<file path="config.mk">
export PLATFORM = sky130hd
export DESIGN_NAME = bfs_adjacency_matrix
export DESIGN_NICKNAME = d
export VERILOG_FILES = /design/src/rtl/core/bfsam_pkg.sv /design/src/rtl/core/bfsam_ram.sv /design/src/rtl/core/bfsam_seq.sv /design/src/rtl/core/bfsam_dp.sv /design/src/rtl/core/bfs_adjacency_matrix.sv
export SDC_FILE = /design/constraint.sdc
export NUM_CORES = 1
export LEC_CHECK = 0
export BUFFER_PORTS_ARGS = -buffer_cell sky130_fd_sc_hd__buf_2
export CELL_PAD_IN_SITES_DETAIL_PLACEMENT = 0
export CELL_PAD_IN_SITES_GLOBAL_PLACEMENT = 1
export CORE_MARGIN = 2
export CORE_UTILIZATION = 40
export CTS_BUF_LIST = sky130_fd_sc_hd__clkbuf_8
export DETAILED_ROUTE_END_ITERATION = 7
export PLACE_DENSITY_LB_ADDON = 0.1
export REMOVE_ABC_BUFFERS = 1
export SYNTH_ARGS = -nofsm -noshare
export SYNTH_HDL_FRONTEND = slang
export SYNTH_SLANG_ARGS = --single-unit
</file>
<file path="constraint.sdc">
create_clock -name clk_i -period 9.75 [get_ports clk_i]
set_input_delay 0.4875 -clock clk_i [delete_from_list [all_inputs] [get_ports clk_i]]
set_output_delay 0.4875 -clock clk_i [all_outputs]
set_load 0.01 [all_outputs]
</file>
<file path="src/rtl/core/bfsam_pkg.sv">
`timescale 1ns / 1ps
// Shared types, constants and the control program of the breadth-first search block.
package bfsam_pkg;

  localparam int unsigned NODES  = 16;
  localparam int unsigned NODE_W = 4;
  localparam int unsigned CNT_W  = 5;
  localparam int unsigned PC_W   = 3;

  // Step addresses of the control program.
  localparam logic [PC_W-1:0] S_IDLE  = 3'd0;
  localparam logic [PC_W-1:0] S_CHECK = 3'd1;
  localparam logic [PC_W-1:0] S_POP   = 3'd2;
  localparam logic [PC_W-1:0] S_SCAN  = 3'd3;
  localparam logic [PC_W-1:0] S_WAIT  = 3'd4;
  localparam logic [PC_W-1:0] S_EMIT  = 3'd5;
  localparam logic [PC_W-1:0] S_DONE  = 3'd6;

  typedef enum logic [2:0] {
    OP_NOP,
    OP_IDLE,
    OP_INIT,
    OP_POP,
    OP_PUSH,
    OP_EMIT
  } op_e;

  typedef enum logic [2:0] {
    C_NEVER,
    C_ALWAYS,
    C_NO_START,
    C_BAD,
    C_MORE_CANDS,
    C_OUT_BUSY,
    C_QUEUE_NONEMPTY
  } cond_e;

  typedef struct packed {
    op_e             op;
    cond_e           cond;
    logic [PC_W-1:0] target;
  } ctrl_t;

  typedef struct packed {
    logic no_start;
    logic bad;
    logic more_cands;
    logic out_busy;
    logic q_nonempty;
  } status_t;

  // Control ROM: one word per step; the jump is taken when the condition holds,
  // otherwise the step counter advances by one.
  function automatic ctrl_t ucode(input logic [PC_W-1:0] pc);
    ctrl_t w;
    w = '{op: OP_NOP, cond: C_ALWAYS, target: S_IDLE};
    unique case (pc)
      S_IDLE:  w = '{op: OP_IDLE, cond: C_NO_START,       target: S_IDLE};
      S_CHECK: w = '{op: OP_INIT, cond: C_BAD,            target: S_WAIT};
      S_POP:   w = '{op: OP_POP,  cond: C_NEVER,          target: S_IDLE};
      S_SCAN:  w = '{op: OP_PUSH, cond: C_MORE_CANDS,     target: S_SCAN};
      S_WAIT:  w = '{op: OP_NOP,  cond: C_OUT_BUSY,       target: S_WAIT};
      S_EMIT:  w = '{op: OP_EMIT, cond: C_QUEUE_NONEMPTY, target: S_POP};
      S_DONE:  w = '{op: OP_NOP,  cond: C_ALWAYS,         target: S_IDLE};
      default: w = '{op: OP_NOP,  cond: C_ALWAYS,         target: S_IDLE};
    endcase
    return w;
  endfunction

  // Index of the lowest set bit; zero when no bit is set.
  function automatic logic [NODE_W-1:0] lowest_set(input logic [NODES-1:0] v);
    logic [NODE_W-1:0] idx;
    logic              found;
    idx   = '0;
    found = 1'b0;
    for (int j = 0; j < NODES; j++) begin
      if (v[j] && !found) begin
        idx   = NODE_W'(j);
        found = 1'b1;
      end
    end
    return idx;
  endfunction

endpackage

</file>
<file path="src/rtl/core/bfsam_ram.sv">
`timescale 1ns / 1ps
// Generic single-write, single-read RAM with registered read data.
module bfsam_ram #(
  parameter int unsigned WIDTH = 16,
  parameter int unsigned DEPTH = 16
) (
  input  logic                     clk_i,
  input  logic                     wr_en_i,
  input  logic [$clog2(DEPTH)-1:0] wr_addr_i,
  input  logic [WIDTH-1:0]         wr_data_i,
  input  logic                     rd_en_i,
  input  logic [$clog2(DEPTH)-1:0] rd_addr_i,
  output logic [WIDTH-1:0]         rd_data_o
);

  logic [WIDTH-1:0] mem_q [DEPTH];
  logic [WIDTH-1:0] rd_data_q;

  always_ff @(posedge clk_i) begin
    if (wr_en_i) begin
      mem_q[wr_addr_i] <= wr_data_i;
    end
    if (rd_en_i) begin
      rd_data_q <= mem_q[rd_addr_i];
    end
  end

  assign rd_data_o = rd_data_q;

endmodule

</file>
<file path="src/rtl/core/bfsam_seq.sv">
`timescale 1ns / 1ps
// Step counter and control ROM sequencer of the breadth-first search block.
module bfsam_seq import bfsam_pkg::*; (
  input  logic    clk_i,
  input  logic    rst_ni,
  input  status_t status_i,
  output ctrl_t   ctrl_o
);

  logic [PC_W-1:0] pc_q, pc_d;
  ctrl_t           word;
  logic            take;

  always_comb begin
    word = ucode(pc_q);
    unique case (word.cond)
      C_NEVER:          take = 1'b0;
      C_ALWAYS:         take = 1'b1;
      C_NO_START:       take = status_i.no_start;
      C_BAD:            take = status_i.bad;
      C_MORE_CANDS:     take = status_i.more_cands;
      C_OUT_BUSY:       take = status_i.out_busy;
      C_QUEUE_NONEMPTY: take = status_i.q_nonempty;
      default:          take = 1'b0;
    endcase
    pc_d = take ? word.target : pc_q + PC_W'(1);
  end

  always_ff @(posedge clk_i or negedge rst_ni) begin
    if (!rst_ni) begin
      pc_q <= S_IDLE;
    end else begin
      pc_q <= pc_d;
    end
  end

  assign ctrl_o = word;

endmodule

</file>
<file path="src/rtl/core/bfsam_dp.sv">
`timescale 1ns / 1ps
// Datapath: adjacency store, visited map, node queue, neighbor scan and output register.
module bfsam_dp import bfsam_pkg::*; (
  input  logic             clk_i,
  input  logic             rst_ni,
  input  ctrl_t            ctrl_i,
  output status_t          status_o,
  input  logic [CNT_W-1:0] cnt_i,
  input  logic             s_tvalid_i,
  output logic             s_tready_o,
  input  logic [23:0]      s_tdata_i,
  input  logic             s_tuser_i,
  output logic             m_tvalid_o,
  input  logic             m_tready_i,
  output logic [7:0]       m_tdata_o,
  output logic             m_tlast_o,
  output logic             m_tuser_o
);

  logic [NODES-1:0]  vld_q;
  logic [NODES-1:0]  visited_q;
  logic [NODE_W-1:0] queue_q [NODES];
  logic [CNT_W-1:0]  head_q, tail_q;
  logic [NODE_W-1:0] cur_q, start_q;
  logic              bad_q;
  logic              out_valid_q;
  logic [NODE_W-1:0] out_node_q;
  logic              out_last_q, out_bad_q;

  logic [NODES-1:0]  rd_row, row, mask, cands;
  logic [NODE_W-1:0] pick;
  logic              bad_now, accept, load_en;

  assign accept  = (ctrl_i.op == OP_IDLE) && s_tvalid_i;
  assign load_en = accept && !s_tuser_i;

  bfsam_ram #(
    .WIDTH(NODES),
    .DEPTH(NODES)
  ) u_adj (
    .clk_i    (clk_i),
    .wr_en_i  (load_en),
    .wr_addr_i(s_tdata_i[3:0]),
    .wr_data_i(s_tdata_i[19:4]),
    .rd_en_i  (ctrl_i.op == OP_POP),
    .rd_addr_i(queue_q[head_q[NODE_W-1:0]]),
    .rd_data_o(rd_row)
  );

  always_comb begin
    for (int j = 0; j < NODES; j++) begin
      mask[j] = CNT_W'(j) < cnt_i;
    end
    // A row never loaded since reset reads as all zero.
    row     = vld_q[cur_q] ? rd_row : '0;
    cands   = row & mask & ~visited_q;
    pick    = lowest_set(cands);
    bad_now = {1'b0, start_q} >= cnt_i;
  end

  always_comb begin
    status_o.no_start   = !(s_tvalid_i && s_tuser_i);
    status_o.bad        = bad_now;
    status_o.more_cands = |(cands & (cands - NODES'(1)));
    status_o.out_busy   = out_valid_q && !m_tready_i;
    status_o.q_nonempty = head_q != tail_q;
  end

  always_ff @(posedge clk_i or negedge rst_ni) begin
    if (!rst_ni) begin
      vld_q       <= '0;
      visited_q   <= '0;
      head_q      <= '0;
      tail_q      <= '0;
      bad_q       <= 1'b0;
      out_valid_q <= 1'b0;
    end else begin
      if (load_en) begin
        vld_q[s_tdata_i[3:0]] <= 1'b1;
      end
      case (ctrl_i.op)
        OP_INIT: begin
          bad_q     <= bad_now;
          head_q    <= '0;
          tail_q    <= bad_now ? CNT_W'(0) : CNT_W'(1);
          visited_q <= bad_now ? '0 : (NODES'(1) << start_q);
        end
        OP_POP: begin
          head_q <= head_q + CNT_W'(1);
        end
        OP_PUSH: begin
          if (|cands) begin
            visited_q[pick] <= 1'b1;
            tail_q          <= tail_q + CNT_W'(1);
          end
        end
        default: ;
      endcase
      if (ctrl_i.op == OP_EMIT) begin
        out_valid_q <= 1'b1;
      end else if (m_tready_i) begin
        out_valid_q <= 1'b0;
      end
    end
  end

  always_ff @(posedge clk_i) begin
    if (accept) begin
      start_q <= s_tdata_i[23:20];
    end
    case (ctrl_i.op)
      OP_INIT: queue_q[0] <= start_q;
      OP_POP:  cur_q <= queue_q[head_q[NODE_W-1:0]];
      OP_PUSH: begin
        if (|cands) begin
          queue_q[tail_q[NODE_W-1:0]] <= pick;
        end
      end
      OP_EMIT: begin
        // The last word of a search is known once the queue has drained.
        out_node_q <= bad_q ? '0 : cur_q;
        out_last_q <= bad_q || (head_q == tail_q);
        out_bad_q  <= bad_q;
      end
      default: ;
    endcase
  end

  assign s_tready_o = ctrl_i.op == OP_IDLE;
  assign m_tvalid_o = out_valid_q;
  assign m_tdata_o  = {4'b0, out_node_q};
  assign m_tlast_o  = out_last_q;
  assign m_tuser_o  = out_bad_q;

endmodule

</file>
<file path="src/rtl/core/bfs_adjacency_matrix.sv">
`timescale 1ns / 1ps
// Load word: taken while idle, with no output word. Search word: accepted while idle, then a
// check step, then per visited node a pop step, scan steps (at least one; the one-push-per-cycle
// neighbor scan), a wait step that holds while the previous output word is not taken and an emit
// step, then a closing step; a bad start goes from check to wait, emit (its word) and closing.
// One search runs at a time; a new word is taken only after the last output is registered.
// Reset (rst_ni low, asynchronous) empties the adjacency store through per-row valid bits,
// clears the visited map and queue pointers, and sets node_count to 16.
module bfs_adjacency_matrix import bfsam_pkg::*; (
  input  logic        clk_i,
  input  logic        rst_ni,
  input  logic        cfg_we_i,
  input  logic [4:0]  cfg_wdata_i,    // node_count
  input  logic        s_tvalid_i,
  output logic        s_tready_o,
  input  logic [23:0] s_tdata_i,      // row_index[3:0], row_bits[19:4], search_root[23:20]
  input  logic        s_tuser_i,      // opcode
  output logic        m_tvalid_o,
  input  logic        m_tready_i,
  output logic [7:0]  m_tdata_o,      // visited_node[3:0], zero fill[7:4]
  output logic        m_tlast_o,
  output logic        m_tuser_o       // bad_start
);

  logic [CNT_W-1:0] node_count_q;
  logic [CNT_W-1:0] cnt_sat;
  ctrl_t            ctrl;
  status_t          status;

  always_ff @(posedge clk_i or negedge rst_ni) begin
    if (!rst_ni) begin
      node_count_q <= CNT_W'(NODES);
    end else if (cfg_we_i) begin
      node_count_q <= cfg_wdata_i;
    end
  end

  // Counts above the store size saturate to the store size.
  assign cnt_sat = (node_count_q > CNT_W'(NODES)) ? CNT_W'(NODES) : node_count_q;

  bfsam_seq u_seq (
    .clk_i   (clk_i),
    .rst_ni  (rst_ni),
    .status_i(status),
    .ctrl_o  (ctrl)
  );

  bfsam_dp u_dp (
    .clk_i     (clk_i),
    .rst_ni    (rst_ni),
    .ctrl_i    (ctrl),
    .status_o  (status),
    .cnt_i     (cnt_sat),
    .s_tvalid_i(s_tvalid_i),
    .s_tready_o(s_tready_o),
    .s_tdata_i (s_tdata_i),
    .s_tuser_i (s_tuser_i),
    .m_tvalid_o(m_tvalid_o),
    .m_tready_i(m_tready_i),
    .m_tdata_o (m_tdata_o),
    .m_tlast_o (m_tlast_o),
    .m_tuser_o (m_tuser_o)
  );

endmodule
</file>
== After elaboration in Yosys (flattened, before gate mapping) ==
Memories as Yosys holds them, arrays and structs flattened. A register that Yosys moved wholly into a read port is not among the register bits.
Cells that the tools add are included.
W data, S select, Z words.

* Memory bits (writable): 320
* Memories: 2
* Bits in registers: 66

{| class="wikitable"
|+ Memory list
! memory !! depth !! width !! read ports !! clocked after memory_dff !! wr ports !! line !! text
|-
| u_dp.u_adj.mem_q || 16 || 16 || 1 || 1 || 1 || bfsam_ram.sv:16 || <nowiki>logic [WIDTH-1:0] mem_q [DEPTH];</nowiki>
|-
| u_dp.queue_q || 16 || 4 || 1 || 0 || 1 || bfsam_dp.sv:22 || <nowiki>logic [NODE_W-1:0] queue_q [NODES];</nowiki>
|}

* Reduce and logical (&&, ||, !) cells: 48
* Mux-type cells: 60
* Equality and inequality tests: 19
* Magnitude comparators: 23
* Bitwise operators: 6
* Add/sub/neg operators: 4
* Shift operators: 1

{| class="wikitable"
|+ Operator list
! cell !! count
|-
| $mux W4 || 16
|-
| $pmux W9 S6 || 1
|-
| $and A16 B16 Y16 || 3
|-
| $mux W16 || 3
|-
| $lt A4 B5 Y1 const A || 8
|-
| $or A16 B16 Y16 || 2
|-
| $pmux W16 S2 || 1
|-
| $reduce_or A16 Y1 || 2
|-
| $mux W1 || 30
|-
| $eq A3 B3 Y1 const B || 7
|-
| $logic_and A1 B1 Y1 || 21
|-
| $lt A3 B5 Y1 const A || 4
|-
| $pmux W5 S2 || 2
|-
| $eq A3 B2 Y1 const B || 6
|-
| $logic_not A1 Y1 || 18
|-
| $not A16 Y16 || 1
|-
| $shl A1 B4 Y16 const A || 1
|-
| $sub A16 B1 Y16 const B || 1
|-
| $lt A4 B5 Y1 const B || 3
|-
| $add A5 B1 Y5 const B || 2
|-
| $lt A1 B5 Y1 const A || 2
|-
| $lt A2 B5 Y1 const A || 2
|-
| $mux W5 || 2
|-
| $eq A3 B1 Y1 const B || 3
|-
| other kinds (16) || 20
|}

== Depth between registers and ports, before layout ==
* Depth in word-level cells: 58
* Depth in mapped cells: 11

== By module ==
From an unflattened synthesis, not the netlist that was laid out.

* Cell total of the unflattened synthesis: 1016
* Area total of the unflattened synthesis: 17154.0 µm²

{| class="wikitable"
|+ By module, submodules not included
! module !! cells an instance !! area each (µm²) !! instances
|-
| bfsam_ram || 432 || 10203.5 || 1
|-
| bfsam_dp || 519 || 6296.0 || 1
|-
| bfsam_seq || 50 || 442.9 || 1
|-
| bfs_adjacency_matrix || 15 || 211.5 || 1
|}

== Worst setup path after synthesis ==
OpenSTA, ideal clock, no wires.

* Kind: register -> register
* Start: register u_seq.pc_q[2]
* End: memory u_dp.u_adj.mem_q[0][0] (enable)
* Period minus slack after synthesis: 3.601 ns
* Stages on the path, launching flop included: 10
* Setup slack: 6.149 ns
* Library setup time: 0.411 ns
* Path buffers: 2
* Data arrival time: 3.190 ns
* Required time: 9.339 ns
* Cells stage by stage: dfrtp_1 > clkbuf_1 > inv_1 > ha_1 > clkbuf_1 > nor4_1 > nand2_1 > nor3_1 > nand2b_1 > nor3_1

* Word-level cells in the longest chain between the ends: 7

{| class="wikitable"
|+ Ends and longest elaborated chain
! what !! line !! text
|-
| start, declared || bfsam_seq.sv:10 || <nowiki>logic [PC_W-1:0] pc_q, pc_d;</nowiki>
|-
| start signal, assigned || bfsam_seq.sv:33 || <nowiki>pc_q <= pc_d;</nowiki>
|-
| $eq A3 B3 Y1 (tied with other cells) || bfsam_pkg.sv:57 || <nowiki>unique case (pc)</nowiki>
|-
| $pmux W9 S6 * || bfsam_pkg.sv:57 ||
|-
| $eq A3 B1 Y1 * || - ||
|-
| net s_tready_o || bfs_adjacency_matrix.sv:15 || <nowiki>output logic s_tready_o,</nowiki>
|-
| $logic_and A1 B1 Y1 * || bfsam_dp.sv:34 || <nowiki>assign accept = (ctrl_i.op == OP_IDLE) && s_tvalid_i;</nowiki>
|-
| $logic_and A1 B1 Y1 * || bfsam_dp.sv:35 || <nowiki>assign load_en = accept && !s_tuser_i;</nowiki>
|-
| $mux W1 * || bfsam_ram.sv:20 || <nowiki>if (wr_en_i) begin</nowiki>
|-
| $mux W1 (implied by the code) * || bfsam_ram.sv:21 || <nowiki>mem_q[wr_addr_i] <= wr_data_i;</nowiki>
|-
| end, declared || bfsam_ram.sv:16 ||
|}

The timed path passes the listed nets; every way through them passes the cells marked *.

== Final worst setup path ==
* Start: register u_dp.head_q[0]
* End: register u_dp.u_adj.rd_data_q[2] (netlist: u_dp.u_adj.rd_data_o[2]) (read register of u_dp.u_adj.mem_q), data pin

* Word-level cells in the longest chain between the ends: 1

{| class="wikitable"
|+ Ends and longest elaborated chain
! what !! line !! text
|-
| start, declared || bfsam_dp.sv:23 || <nowiki>logic [CNT_W-1:0] head_q, tail_q;</nowiki>
|-
| start signal, assigned || bfsam_dp.sv:89 || <nowiki>head_q <= head_q + CNT_W'(1);</nowiki>
|-
| $mem_v2 Z16 W4 || - ||
|-
| end, declared || bfsam_ram.sv:17 || <nowiki>logic [WIDTH-1:0] rd_data_q;</nowiki>
|}

Every way passes these cells.
A chain may end at the register's enable or synchronous reset.

==> results.ini <==
[status]
status=completed

[clock_tree]
cts.htree.levels=3
post_cts_buffers=0
clockBufferDepth=3
clock_latency_ns=0.62
root_buffer=clkbuf_8
cts_tree=done
numCtsBuffers=71
clk_pin_slew_ns=0.06
cts.sinks=402
cts-hold-fix-buffers=0
cts-resized-gates=0

[critical_path]
r2r-end=u_dp.u_adj.rd_data_o[2]
path_class=reg2reg
ff2ff_path_depth=7
r2r-start=u_dp.head_q[0]
critPathRequiredTime_ns=10.12
cp_max_fo=36
r2r_setup_slack_ns=5.79
critical_path_arrival_ns=4.33
endpoint_kind=flip-flop
cp-start-kind=flip-flop

[power_and_ir_drop]
power_density_nw_per_um2=271
vdd.ir_drop.worst_uv=146
p_leak_nw=6.64
totalPowerFinal_mw=5.19

[synthesis]
synth_area_leaders=edfxtp_1 (62%), mux4_2 (8.0%), dfrtp_1 (7.5%)
synth_xor_area_share_pct=0.466
yosys-top-cells-count=edfxtp_1 (350), nor2_1 (65), mux4_2 (60), dfrtp_1 (51), nand2_1 (49)
ys.flop_type=edfxtp_1
syn_area_um2=16900
synth_cells=985
synth_top_family_by_area=multiplexers
synthAdderAreaFrac_pct=0.872
yosys_warnings=0
synth-simple-area-share_pct=7.48
yosysSeqAreaShare_pct=69.8
synth_edf_count=350
synth_most_common_cell=edfxtp_1
synth_top_area_share_pct=62.1
synth.distinct_cells=78
ys_ff_latch=402
synth_compound_gate_area_share_pct=6.22
synth.largest_area_cell=edfxtp_1
synthMuxAreaShare_pct=12.9
synthArstFlopShare_pct=12.9
syn_avg_cell_area_um2=17.2

[detailed_routing]
drtPass1Iterations=5
wl_per_cell_um=25.6
wl_um=42700
drtIter0Drc=804
vias=9213
antenna_left=0
viasPerCell=5.53
drc=0

[die]
num_rows=75
io_pins=47
die_y_um=210
die_x_um=210
initial_utilization_pct=40.4
die_area_um2=44000
core_um2=41900

[global_routing]
grt_max_degree=66
grt_pass1_vias=9456
grt_use_met2_pct=31.9
grt_pass1_wl_um=63500
use_met1_pct=28.0
antenna_found_initial=0
overflow=0
busiest_layer=met2
grtUsageMet3_pct=3.68
grt_usage_pct=19.9

[timing]
maxSlewViolCount=0
period_needed_ns=3.96
clock.fmax_mhz=252
setup_viol=0
tightest_slew_ns=0.961
setup_tns_ns=0
finClkSkew_ns=0.0347
relSlewSlack_pct=35.6
rsz0062_at_grt=no
whs_ns=0.0110
period_share_pct=40.6
final-hold-violation-count=0

[cells_and_area]
nets=1119
area_growth_pct=13.0
n_antenna_cell=0
drive_gt1_share_pct=23.0

[worst_hold_path]
hp-class=in2async

[placed_design]
place_congestion=0.832
io_buffers=42
hpwlAfterDp_um=25300

[flow_run]
cap_violations=0

## cells in the final DEF (no fill, tap or decap), drive strengths merged, types with 6 or more instances in the layout
| cell | count |
|---|---|
| nor3 | 25 |
| nand4 | 7 |
| nor2 | 65 |
| a22oi | 33 |
| nand3 | 12 |
| o21ai | 24 |
| nand2 | 49 |
| and2 | 6 |
| buf | 63 |
| or2 | 20 |
| mux4 | 89 |
| o21a | 11 |
| clkinv | 26 |
| edfxtp | 350 |
| a211oi | 6 |
| xor2 | 6 |
| ha | 11 |
| nand2b | 24 |
| clkbuf | 72 |
| nor2b | 10 |
| dfrtp | 51 |
| inv | 40 |
| a21oi | 31 |
## logic make-up after synthesis
logic type / after synthesis
simple gates: 247
other cells: 1
compound gates: 152
xor+xnor: 9
fa+ha+maj: 12
mux: 95
flops: 402
buf+inv: 67
## routing by layer
layer  up-vias  wire length [µm]
met1      4717             19200
met2       272             20600
met4         0               891
li1       4155                 -
met5         -                 0
met3        69              1990
## worst max-delay path, stage by stage (launching register included)
cell	delay, ns
dfrtp_1	0.49
buf_4	0.37
mux4_2	0.56
mux4_4	0.95
buf_4	0.46
mux4_1	0.55
a22oi_1	0.21
nand2_1	0.07
## power breakdown
part / internal [mW] / switching [mW] / leakage, nW
Clock: 0.800 / 0.688 / 0.767
Sequential: 2.05 / 0.133 / 3.85
Combinational: 0.657 / 0.857 / 2.03
## flip-flops by register name, summed over array words and instances, names as in the netlist
name / count
u_seq.pc_q: 3
u_dp.vld_q: 16
u_dp.u_adj.rd_data_o: 16
u_dp.tail_q: 5
u_dp.start_q: 4
u_dp.cur_q: 4
u_dp.queue_q: 64
u_dp.visited_q: 16
u_dp.m_tlast_o: 1
node_count_q: 5
u_dp.head_q: 5
u_dp.m_tuser_o: 1
u_dp.out_node_q: 4
u_dp.bad_q: 1
u_dp.m_tvalid_o: 1
u_dp.u_adj.mem_q: 256
## worst max path at each step
stage,depth (start not counted),end,from,slack [ns]
floorplan,5,u_dp.u_adj.rd_data_o[0],u_dp.head_q[0],5.94
detailed placement,7,u_dp.u_adj.rd_data_o[2],u_dp.head_q[0],5.74
global placement,7,u_dp.u_adj.rd_data_o[2],u_dp.head_q[0],5.81
global route,7,u_dp.u_adj.rd_data_o[2],u_dp.head_q[0],5.60
CTS,7,u_dp.u_adj.rd_data_o[2],u_dp.head_q[0],5.73
finish,7,u_dp.u_adj.rd_data_o[2],u_dp.head_q[0],5.79
## layout make-up
class | count | area (µm²)
multi-input combinational | 519 | 4860
inverter | 16 | 60.1
sequential | 402 | 11800
fill | 3674 | 22700
clock buffer | 72 | 991
timing repair buffer | 63 | 368
clock inverter | 56 | 358
tap | 539 | 674
## stage by stage
step                util, %  area [µm²]  instances  worst slack (ns)
detailed placement     42.5       17800       1539              5.74
CTS                    45.7       19100       1667              5.73
global route           45.7       19100       1667              5.60
global placement       42.5       17800       1539              5.81
finish                 45.7       19100       1667              5.79
floorplan                 -       16600        937              5.94
Power figures use the tool's default switching activity.
